$ cat src/hdl/scot_pkg.sv
// ----------------------------------------------------------------------------
// Sine/cosine octant table package
// Shared constants, the octant code and the elaboration-time functions that
// build the first-octant cosine/sine samples.
// ----------------------------------------------------------------------------
package scot_pkg;

  localparam int unsigned TABLE_ENTRIES_DEF = 64;
  localparam int unsigned OUT_FRAC_BITS_DEF = 16;

  localparam int unsigned PHASE_W = 16;
  localparam int unsigned REM_W   = 13;
  localparam int unsigned OCT_W   = 2;
  localparam int unsigned OUT_W   = 18;

  localparam logic [REM_W-1:0] REM_MASK = {REM_W{1'b1}};

  // pi with 29 and 30 fraction bits, rounded.
  localparam longint unsigned PI_Q29  = 64'd1686629713;
  localparam longint unsigned PI_Q30  = 64'd3373259426;
  localparam longint unsigned ONE_Q30 = 64'd1 << 30;

  typedef enum logic [OCT_W-1:0] {
    OCT_FIRST  = 2'd0,
    OCT_SECOND = 2'd1,
    OCT_THIRD  = 2'd2,
    OCT_FOURTH = 2'd3
  } octant_e;

  // Shift-and-subtract division for the series coefficients.
  function automatic longint unsigned udiv_u64(longint unsigned num,
                                               longint unsigned den);
    longint unsigned quo;
    longint unsigned part;
    quo  = '0;
    part = '0;
    for (int i = 63; i >= 0; i--) begin
      part = {part[62:0], num[i]};
      if (part >= den) begin
        part   = part - den;
        quo[i] = 1'b1;
      end
    end
    return quo;
  endfunction

  // Taylor series of sin (odd set) or cos of x in Q30, x below 1.
  // Only evaluated at elaboration to fill the sample table.
  function automatic longint unsigned series_q30(longint unsigned x, bit odd);
    longint unsigned term;
    longint unsigned sum;
    longint unsigned dv;
    longint unsigned n;
    term = odd ? x : ONE_Q30;
    sum  = term;
    n    = odd ? 64'd1 : 64'd0;
    for (int k = 1; k < 12; k++) begin
      term = (term * x) >> 30;
      term = (term * x) >> 30;
      dv   = (n + 64'd1) * (n + 64'd2);
      term = udiv_u64(term, dv);
      n    = n + 64'd2;
      if (k[0]) begin
        sum = sum - term;
      end else begin
        sum = sum + term;
      end
    end
    return sum;
  endfunction

  // Round half up from Q30 to the output fraction width.
  function automatic longint unsigned q30_to_out(longint unsigned v, int unsigned frac);
    int unsigned sh;
    sh = 30 - frac;
    return (v + (64'd1 << (sh - 1))) >> sh;
  endfunction

endpackage

$ cat src/hdl/sine_cosine_octant_table_top.sv
// An accepted phase word is registered in each stage in turn and leaves as its result word.
// Throughput: one word per cycle while the output is not stalled; each of the five
// stages holds one word and moves it on when the next stage is empty or moving, so
// bubbles close up. The sample table is constant logic read in the first stage;
// there is no fill or clearing pass, and reset (rst_ni, asynchronous, active low)
// only clears the stage valid bits.
// ----------------------------------------------------------------------------
// Sine/cosine octant table
// Cosine and sine of a 16-bit phase from a first-octant sample table with
// first-order interpolation, octant folding and saturation.
// ----------------------------------------------------------------------------
module sine_cosine_octant_table_top #(
  parameter int unsigned TABLE_ENTRIES = scot_pkg::TABLE_ENTRIES_DEF,
  parameter int unsigned OUT_FRAC_BITS = scot_pkg::OUT_FRAC_BITS_DEF
) (
  input  logic                                clk_i,
  input  logic                                rst_ni,
  input  logic                                in_valid_i,
  output logic                                in_stall_o,
  input  logic [scot_pkg::PHASE_W-1:0]        phase_i,
  output logic                                out_valid_o,
  input  logic                                out_stall_i,
  output logic signed [scot_pkg::OUT_W-1:0]   cos_value_o,
  output logic signed [scot_pkg::OUT_W-1:0]   sin_value_o
);

  // TABLE_ENTRIES is a power of two.
  localparam int unsigned IDX_W = $clog2(TABLE_ENTRIES);
  localparam int unsigned HB    = scot_pkg::REM_W - IDX_W;
  localparam int unsigned CW    = OUT_FRAC_BITS + 1;
  localparam int unsigned PW    = HB + CW;
  localparam int unsigned SW    = CW + 2;
  localparam longint unsigned DEN = 64'(4 * TABLE_ENTRIES);
  localparam logic [IDX_W-1:0] IDX_MASK = IDX_W'(TABLE_ENTRIES - 1);
  localparam logic signed [SW-1:0] LIM = SW'(1) <<< OUT_FRAC_BITS;

  // --------------------------------------------------------------------------
  // Constant sample table
  // --------------------------------------------------------------------------
  logic [CW-1:0] rom_cos [TABLE_ENTRIES];
  logic [CW-1:0] rom_sin [TABLE_ENTRIES];

  for (genvar k = 0; k < TABLE_ENTRIES; k++) begin : g_rom
    localparam longint unsigned XQ30 =
      (64'(k) * scot_pkg::PI_Q30 + DEN / 2) / DEN;
    assign rom_cos[k] =
      CW'(scot_pkg::q30_to_out(scot_pkg::series_q30(XQ30, 1'b0), OUT_FRAC_BITS));
    assign rom_sin[k] =
      CW'(scot_pkg::q30_to_out(scot_pkg::series_q30(XQ30, 1'b1), OUT_FRAC_BITS));
  end

  // --------------------------------------------------------------------------
  // Stage enables: a stage loads when it is empty or its contents move on.
  // --------------------------------------------------------------------------
  logic v1_q, v2_q, v3_q, v4_q, out_valid_q;
  logic en1, en2, en3, en4, en5;

  assign en5 = !out_valid_q || !out_stall_i;
  assign en4 = !v4_q || en5;
  assign en3 = !v3_q || en4;
  assign en2 = !v2_q || en3;
  assign en1 = !v1_q || en2;

  assign in_stall_o  = !en1;
  assign out_valid_o = out_valid_q;

  always_ff @(posedge clk_i or negedge rst_ni) begin
    if (!rst_ni) begin
      v1_q        <= 1'b0;
      v2_q        <= 1'b0;
      v3_q        <= 1'b0;
      v4_q        <= 1'b0;
      out_valid_q <= 1'b0;
    end else begin
      if (en1) v1_q <= in_valid_i;
      if (en2) v2_q <= v1_q;
      if (en3) v3_q <= v2_q;
      if (en4) v4_q <= v3_q;
      if (en5) out_valid_q <= v4_q;
    end
  end

  // --------------------------------------------------------------------------
  // Stage 1: octant decode, odd-octant mirror and table read
  // --------------------------------------------------------------------------
  logic [scot_pkg::REM_W-1:0] rem, rem_m;
  logic [scot_pkg::OCT_W-1:0] oct, oct_eff;
  logic                       neg;
  logic [IDX_W-1:0]           tidx;

  assign rem     = phase_i[scot_pkg::REM_W-1:0];
  assign oct     = phase_i[scot_pkg::REM_W +: scot_pkg::OCT_W];
  assign neg     = phase_i[scot_pkg::PHASE_W-1];
  assign rem_m   = oct[0] ? (scot_pkg::REM_MASK - rem) : rem;
  assign tidx    = rem_m[scot_pkg::REM_W-1 -: IDX_W] & IDX_MASK;
  // A negative phase runs through the octants in reverse order.
  assign oct_eff = neg ? ~oct : oct;

  logic [CW-1:0]              ck1_q, sk1_q;
  logic [HB-1:0]              h1_q;
  scot_pkg::octant_e          oct1_q;
  logic                       neg1_q;

  always_ff @(posedge clk_i) begin
    if (en1 && in_valid_i) begin
      ck1_q  <= rom_cos[tidx];
      sk1_q  <= rom_sin[tidx];
      h1_q   <= rem_m[HB-1:0];
      oct1_q <= scot_pkg::octant_e'(oct_eff);
      neg1_q <= neg;
    end
  end

  // --------------------------------------------------------------------------
  // Stage 2: fine step times sample
  // --------------------------------------------------------------------------
  logic [PW-1:0]     pc2_q, ps2_q;
  logic [CW-1:0]     ck2_q, sk2_q;
  scot_pkg::octant_e oct2_q;
  logic              neg2_q;

  always_ff @(posedge clk_i) begin
    if (en2 && v1_q) begin
      pc2_q  <= PW'(h1_q) * PW'(ck1_q);
      ps2_q  <= PW'(h1_q) * PW'(sk1_q);
      ck2_q  <= ck1_q;
      sk2_q  <= sk1_q;
      oct2_q <= oct1_q;
      neg2_q <= neg1_q;
    end
  end

  // --------------------------------------------------------------------------
  // Stage 3: scale by pi (the product wraps at 64 bits)
  // --------------------------------------------------------------------------
  logic [63:0]       mc3_q, ms3_q;
  logic [CW-1:0]     ck3_q, sk3_q;
  scot_pkg::octant_e oct3_q;
  logic              neg3_q;

  always_ff @(posedge clk_i) begin
    if (en3 && v2_q) begin
      mc3_q  <= 64'(pc2_q) * scot_pkg::PI_Q29;
      ms3_q  <= 64'(ps2_q) * scot_pkg::PI_Q29;
      ck3_q  <= ck2_q;
      sk3_q  <= sk2_q;
      oct3_q <= oct2_q;
      neg3_q <= neg2_q;
    end
  end

  // --------------------------------------------------------------------------
  // Stage 4: round the correction terms and interpolate
  // --------------------------------------------------------------------------
  logic [63:0]       rc, rs;
  logic [CW-1:0]     term_c, term_s;
  logic signed [SW-1:0] s1_d, c1_d;

  assign rc     = (mc3_q + (64'd1 << 43)) >> 44;
  assign rs     = (ms3_q + (64'd1 << 43)) >> 44;
  // The correction stays below the sample it scales, so CW bits suffice.
  assign term_c = rc[CW-1:0];
  assign term_s = rs[CW-1:0];
  assign s1_d   = $signed(SW'(sk3_q)) + $signed(SW'(term_c));
  assign c1_d   = $signed(SW'(ck3_q)) - $signed(SW'(term_s));

  logic signed [SW-1:0] s14_q, c14_q;
  scot_pkg::octant_e    oct4_q;
  logic                 neg4_q;

  always_ff @(posedge clk_i) begin
    if (en4 && v3_q) begin
      s14_q  <= s1_d;
      c14_q  <= c1_d;
      oct4_q <= oct3_q;
      neg4_q <= neg3_q;
    end
  end

  // --------------------------------------------------------------------------
  // Stage 5: octant swap and negate, sign, saturate
  // --------------------------------------------------------------------------
  logic signed [SW-1:0] so_pre, so, co;
  logic signed [SW-1:0] so_sat, co_sat;

  always_comb begin
    case (oct4_q)
      scot_pkg::OCT_FIRST: begin
        so_pre = s14_q;
        co     = c14_q;
      end
      scot_pkg::OCT_SECOND: begin
        so_pre = c14_q;
        co     = s14_q;
      end
      scot_pkg::OCT_THIRD: begin
        so_pre = c14_q;
        co     = -s14_q;
      end
      default: begin
        so_pre = s14_q;
        co     = -c14_q;
      end
    endcase
    so = neg4_q ? -so_pre : so_pre;

    if (so > LIM) begin
      so_sat = LIM;
    end else if (so < -LIM) begin
      so_sat = -LIM;
    end else begin
      so_sat = so;
    end

    if (co > LIM) begin
      co_sat = LIM;
    end else if (co < -LIM) begin
      co_sat = -LIM;
    end else begin
      co_sat = co;
    end
  end

  logic signed [scot_pkg::OUT_W-1:0] cos_q, sin_q;

  always_ff @(posedge clk_i) begin
    if (en5 && v4_q) begin
      cos_q <= scot_pkg::OUT_W'(co_sat);
      sin_q <= scot_pkg::OUT_W'(so_sat);
    end
  end

  assign cos_value_o = cos_q;
  assign sin_value_o = sin_q;

  // --------------------------------------------------------------------------
  // Assertions
  // --------------------------------------------------------------------------
  localparam int OUT_LIM = 1 << OUT_FRAC_BITS;

  // Backpressure upstream only ever comes from a full, stalled output.
  assert property (@(posedge clk_i) disable iff (!rst_ni)
    in_stall_o |-> (out_valid_o && out_stall_i))
    else $error("input stalled without a stalled output word");

  // With no output stall, an accepted word moves through v1_q to v4_q and shows up as a valid output word.
  assert property (@(posedge clk_i) disable iff (!rst_ni)
    (in_valid_i && !in_stall_o && !out_stall_i) ##1 !out_stall_i ##1 !out_stall_i
      ##1 !out_stall_i ##1 !out_stall_i |=> out_valid_o)
    else $error("accepted word did not reach the output in five cycles");

  // Results never leave the range of plus or minus one.
  assert property (@(posedge clk_i) disable iff (!rst_ni)
    out_valid_o |-> (OUT_FRAC_BITS > scot_pkg::OUT_W - 2) ||
      (int'(cos_value_o) <= OUT_LIM && int'(cos_value_o) >= -OUT_LIM))
    else $error("cosine word out of range");

  assert property (@(posedge clk_i) disable iff (!rst_ni)
    out_valid_o |-> (OUT_FRAC_BITS > scot_pkg::OUT_W - 2) ||
      (int'(sin_value_o) <= OUT_LIM && int'(sin_value_o) >= -OUT_LIM))
    else $error("sine word out of range");

endmodule
$ cat config.mk
export PLATFORM = sky130hd
export DESIGN_NAME = sine_cosine_octant_table_top
export DESIGN_NICKNAME = d
export VERILOG_FILES = /design/src/hdl/scot_pkg.sv /design/src/hdl/sine_cosine_octant_table_top.sv
export SDC_FILE = /design/constraint.sdc
export NUM_CORES = 2
export LEC_CHECK = 0
export BUFFER_PORTS_ARGS = -buffer_cell sky130_fd_sc_hd__buf_2
export CORE_ASPECT_RATIO = 1.4
export CORE_UTILIZATION = 62
export DETAILED_ROUTE_END_ITERATION = 12
export PLACE_DENSITY = 0.85
export SLEW_MARGIN = 40
export SYNTH_ARGS = -nofsm -noshare
export SYNTH_HDL_FRONTEND = slang
export SYNTH_SLANG_ARGS = --single-unit
$ cat constraint.sdc
create_clock -name clk_i -period 7.8 [get_ports clk_i]
set_input_delay 0.39 -clock clk_i [delete_from_list [all_inputs] [get_ports clk_i]]
set_output_delay 0.39 -clock clk_i [all_outputs]
set_load 0.05 [all_outputs]
==> results by group <==
Global route
  • Number of global-route vias before repair: 34600
  • Grt ovf: 0
  • Initial antenna violation count: 3
  • Largest net degree at the start of global routing: 81
  • First-pass GRT wire length: 178000 um
  • All-layer global routing usage: 32.4%

Synthesis
  • Synth cell types: 85
  • Post-synth EDFFs: 261
  • Synthesized area: 0.0429 sq mm
  • Synth warn: 0
  • Yosys reg bits: 266
  • Area leader, netlist: fa_1
  • Average size of a mapped cell: 10.0 sq um
  • Synth Net Count: 5619
  • Async set-or-reset flop fraction in the synthesized netlist: 1.88%
  • Synth Flop Type: edfxtp_1
  • Mapped Cells: 4277
  • Top cell type's share of synthesized area: 29.4%
  • Register area share after synthesis: 18.6%
  • Top cells by area, synth: fa_1 (29%), ha_1 (20%), edfxtp_1 (18%)

Worst setup path
  • WP data arrival: 7.62 ns
  • CP startpoint: pc2_q[7]$_DFFE_PP_
  • Worst EP required: 8.12 ns
  • CP max FO: 5
  • CP Class: flop to flop
  • RR Endpoint: mc3_q[50]$_DFFE_PP_
  • CP Capture Point: mc3_q[50]$_DFFE_PP_
  • Startpoint Class: flop
  • R2R cell count: 25
  • CP Capture Type: flop
  • Reg2Reg Setup Slack: 0.50 ns
  • R2r startpoint: pc2_q[7]$_DFFE_PP_

Timing
  • Layout Skew: 0.0195 ns
  • # setup viols final: 0
  • Setup TNS: 0 ns
  • Shortest period the worst path allows: 7.30 ns
  • Worst-Margin Slew: 0.860 ns
  • F_max: 137 MHz
  • Part of the cycle the worst path needs: 93.6%
  • Rel. slew slack: 42.7%
  • Final count of hold timing violations: 0
  • Final Slew Violations: 0
  • Unrepaired setup endpoints after global routing: false

Clock tree
  • Hold-fix buffers, CTS: 2
  • Post-CTS Setup Bufs: 0
  • CTS tree: done
  • Post-CTS sizing: 0
  • Clock transition at the registers of the reported paths: 0.07 ns
  • Clk_lat worst skew: 0.58 ns
  • CTS Sinks: 266
  • H-Tree Depth: 1
  • Inserted Clock Buffers: 27
  • Max Root-Sink Buffers: 3
  • Root Buffer: clkbuf_16

Route
  • Vias per cell: 6.04
  • Via count: 31700
  • Drt drc: 0
  • Initial DRC Count: 2368
  • Routed WL: 109000 um
  • Routed WL per cell: 20.8 um
  • Antenna-violating nets left: 0
  • Drt pass-1 iters: 10

Floorplan
  • Initial Util: 62.9%
  • Width of the chip: 224 um
  • Ports: 58
  • Core area: 0.0681 sq mm
  • Die height: 313 um
  • Die Area: 0.0703 sq mm
  • FP Rows: 113

Layout
  • Post-layout net count: 5648
  • Most frequent cells in the layout: inv_1 (892), ha_1 (690), fa_1 (631)
  • Area delta synth->final: 5.80%
  • Share of cells above drive strength 1: 4.62%
  • Post-route cell area: 0.0454 sq mm
  • ANT cells: 0
  • Fillers: 4988
  • Commonest non-fill, non-tap cell in the layout: inv_1

Placed design
  • RePlAce Congestion: 1.01
  • Post-DP HPWL: 89500 um
  • Port Buffers: 57
  • Placement Cell Area: 0.0443 sq mm

Run status
  • Status: completed

Worst hold path
  • Hold/Removal Path Class: primary input to flop

Run
  • Maximum Capacitance Violations: 0
logic make-up after synthesis:
family,after synthesis,synth area share (%)
XOR/XNOR,165,3.37
buffers and inverters,1002,8.94
adder cells (fa/ha/maj),1322,49.6
multiplexers,24,0.598
AO/OA/AOI/OAI,631,9.49
AND/OR/NAND/NOR,867,9.44
flip-flops,266,18.6
how the worst min path moves through the flow:
stage                start                      end  slack (ns)  depth (start not counted)
2_1_floorplan       rst_ni  out_valid_o$_DFFE_PN0P_        0.09                          0
3_3_place_gp        rst_ni         v4_q$_DFFE_PN0P_        0.21                          1
3_5_place_dp        rst_ni         v3_q$_DFFE_PN0P_        0.21                          1
4_1_cts        phase_i[15]         neg1_q$_DFFE_PP_        0.02                          1
5_1_grt        phase_i[15]         neg1_q$_DFFE_PP_        0.04                          1
6_report       phase_i[15]         neg1_q$_DFFE_PP_        0.04                          1
routing by layer:
layer / global-route usage [%] / vias up / part of all wire, %
met1: 35.7 / 15500 / 35
met5: 0 / - / 0.026
met3: 4.10 / 512 / 6.5
met2: 57.4 / 1471 / 50
met4: 23.4 / 4 / 8.7
li1: - / 14200 / -
final cells by class:
| type | count | area, sq um | share of cell area (%) |
|---|---|---|---|
| Tap cell | 920 | 1150 | 2.54 |
| Multi-Input combinational cell | 3009 | 31200 | 68.8 |
| Clock inverter | 20 | 307 | 0.675 |
| Timing Repair Buffer | 108 | 696 | 1.53 |
| Clock buffer | 30 | 707 | 1.56 |
| Sequential cell | 266 | 7960 | 17.5 |
| Inverter | 894 | 3360 | 7.39 |
worst max-delay path, stage by stage (launching register included):
cell	delay (ns)
edfxtp_1	0.36
inv_1	0.12
fa_1	0.61
inv_1	0.18
fa_1	0.56
inv_1	0.05
fa_1	0.49
inv_1	0.07
fa_1	0.50
inv_1	0.05
fa_1	0.54
inv_1	0.05
fa_1	0.47
inv_1	0.05
fa_1	0.47
inv_1	0.05
ha_1	0.30
nand3_1	0.15
nor3_1	0.39
o211ai_1	0.17
a31oi_1	0.33
o311ai_0	0.17
buf_4	0.19
a21oi_1	0.39
a21oi_1	0.19
xnor2_1	0.16
registers in the layout, summed over array words and instances, names as in the netlist, 17 cells and up:
signal	flops
ck1_q	17
ck2_q	17
c14_q	18
pc2_q	24
cos_value_o	18
ck3_q	17
ps2_q	24
sin_value_o	18
s14_q	17
metrics by stage:
step / instances / hold slack [ns] / worst slack (ns) / util [%]
final: 5247 / 0.0431 / 0.496 / 66.6
after global routing: 5247 / 0.0355 / 0.170 / 66.6
after CTS: 5246 / 0.0170 / 0.571 / 66.6
after detailed placement: 5194 / 0.207 / 0.615 / 65.1
after global placement: 5192 / 0.205 / 0.741 / 65.0
after floorplan: 4277 / 0.0944 / 1.11 / -
cell usage after synthesis (all sizes together), types with 17 or more instances:
| library cell | n |
|---|---|
| inv | 893 |
| ha | 691 |
| fa | 631 |
| nand2 | 313 |
| edfxtp | 261 |
| nor2 | 199 |
| a21oi | 183 |
| o21ai | 132 |
| xnor2 | 105 |
| clkbuf | 91 |
| and2 | 86 |
| nand3 | 64 |
| nor3 | 63 |
| xor2 | 60 |
| a21o | 55 |
| a211oi | 43 |
| a31oi | 30 |
| nand4 | 28 |
| mux2i | 23 |
| o211ai | 21 |
| o31ai | 17 |
Power is left out: the tool's default activity adds up to more than one toggle a clock period on the data nets, which glitch-free logic cannot reach.
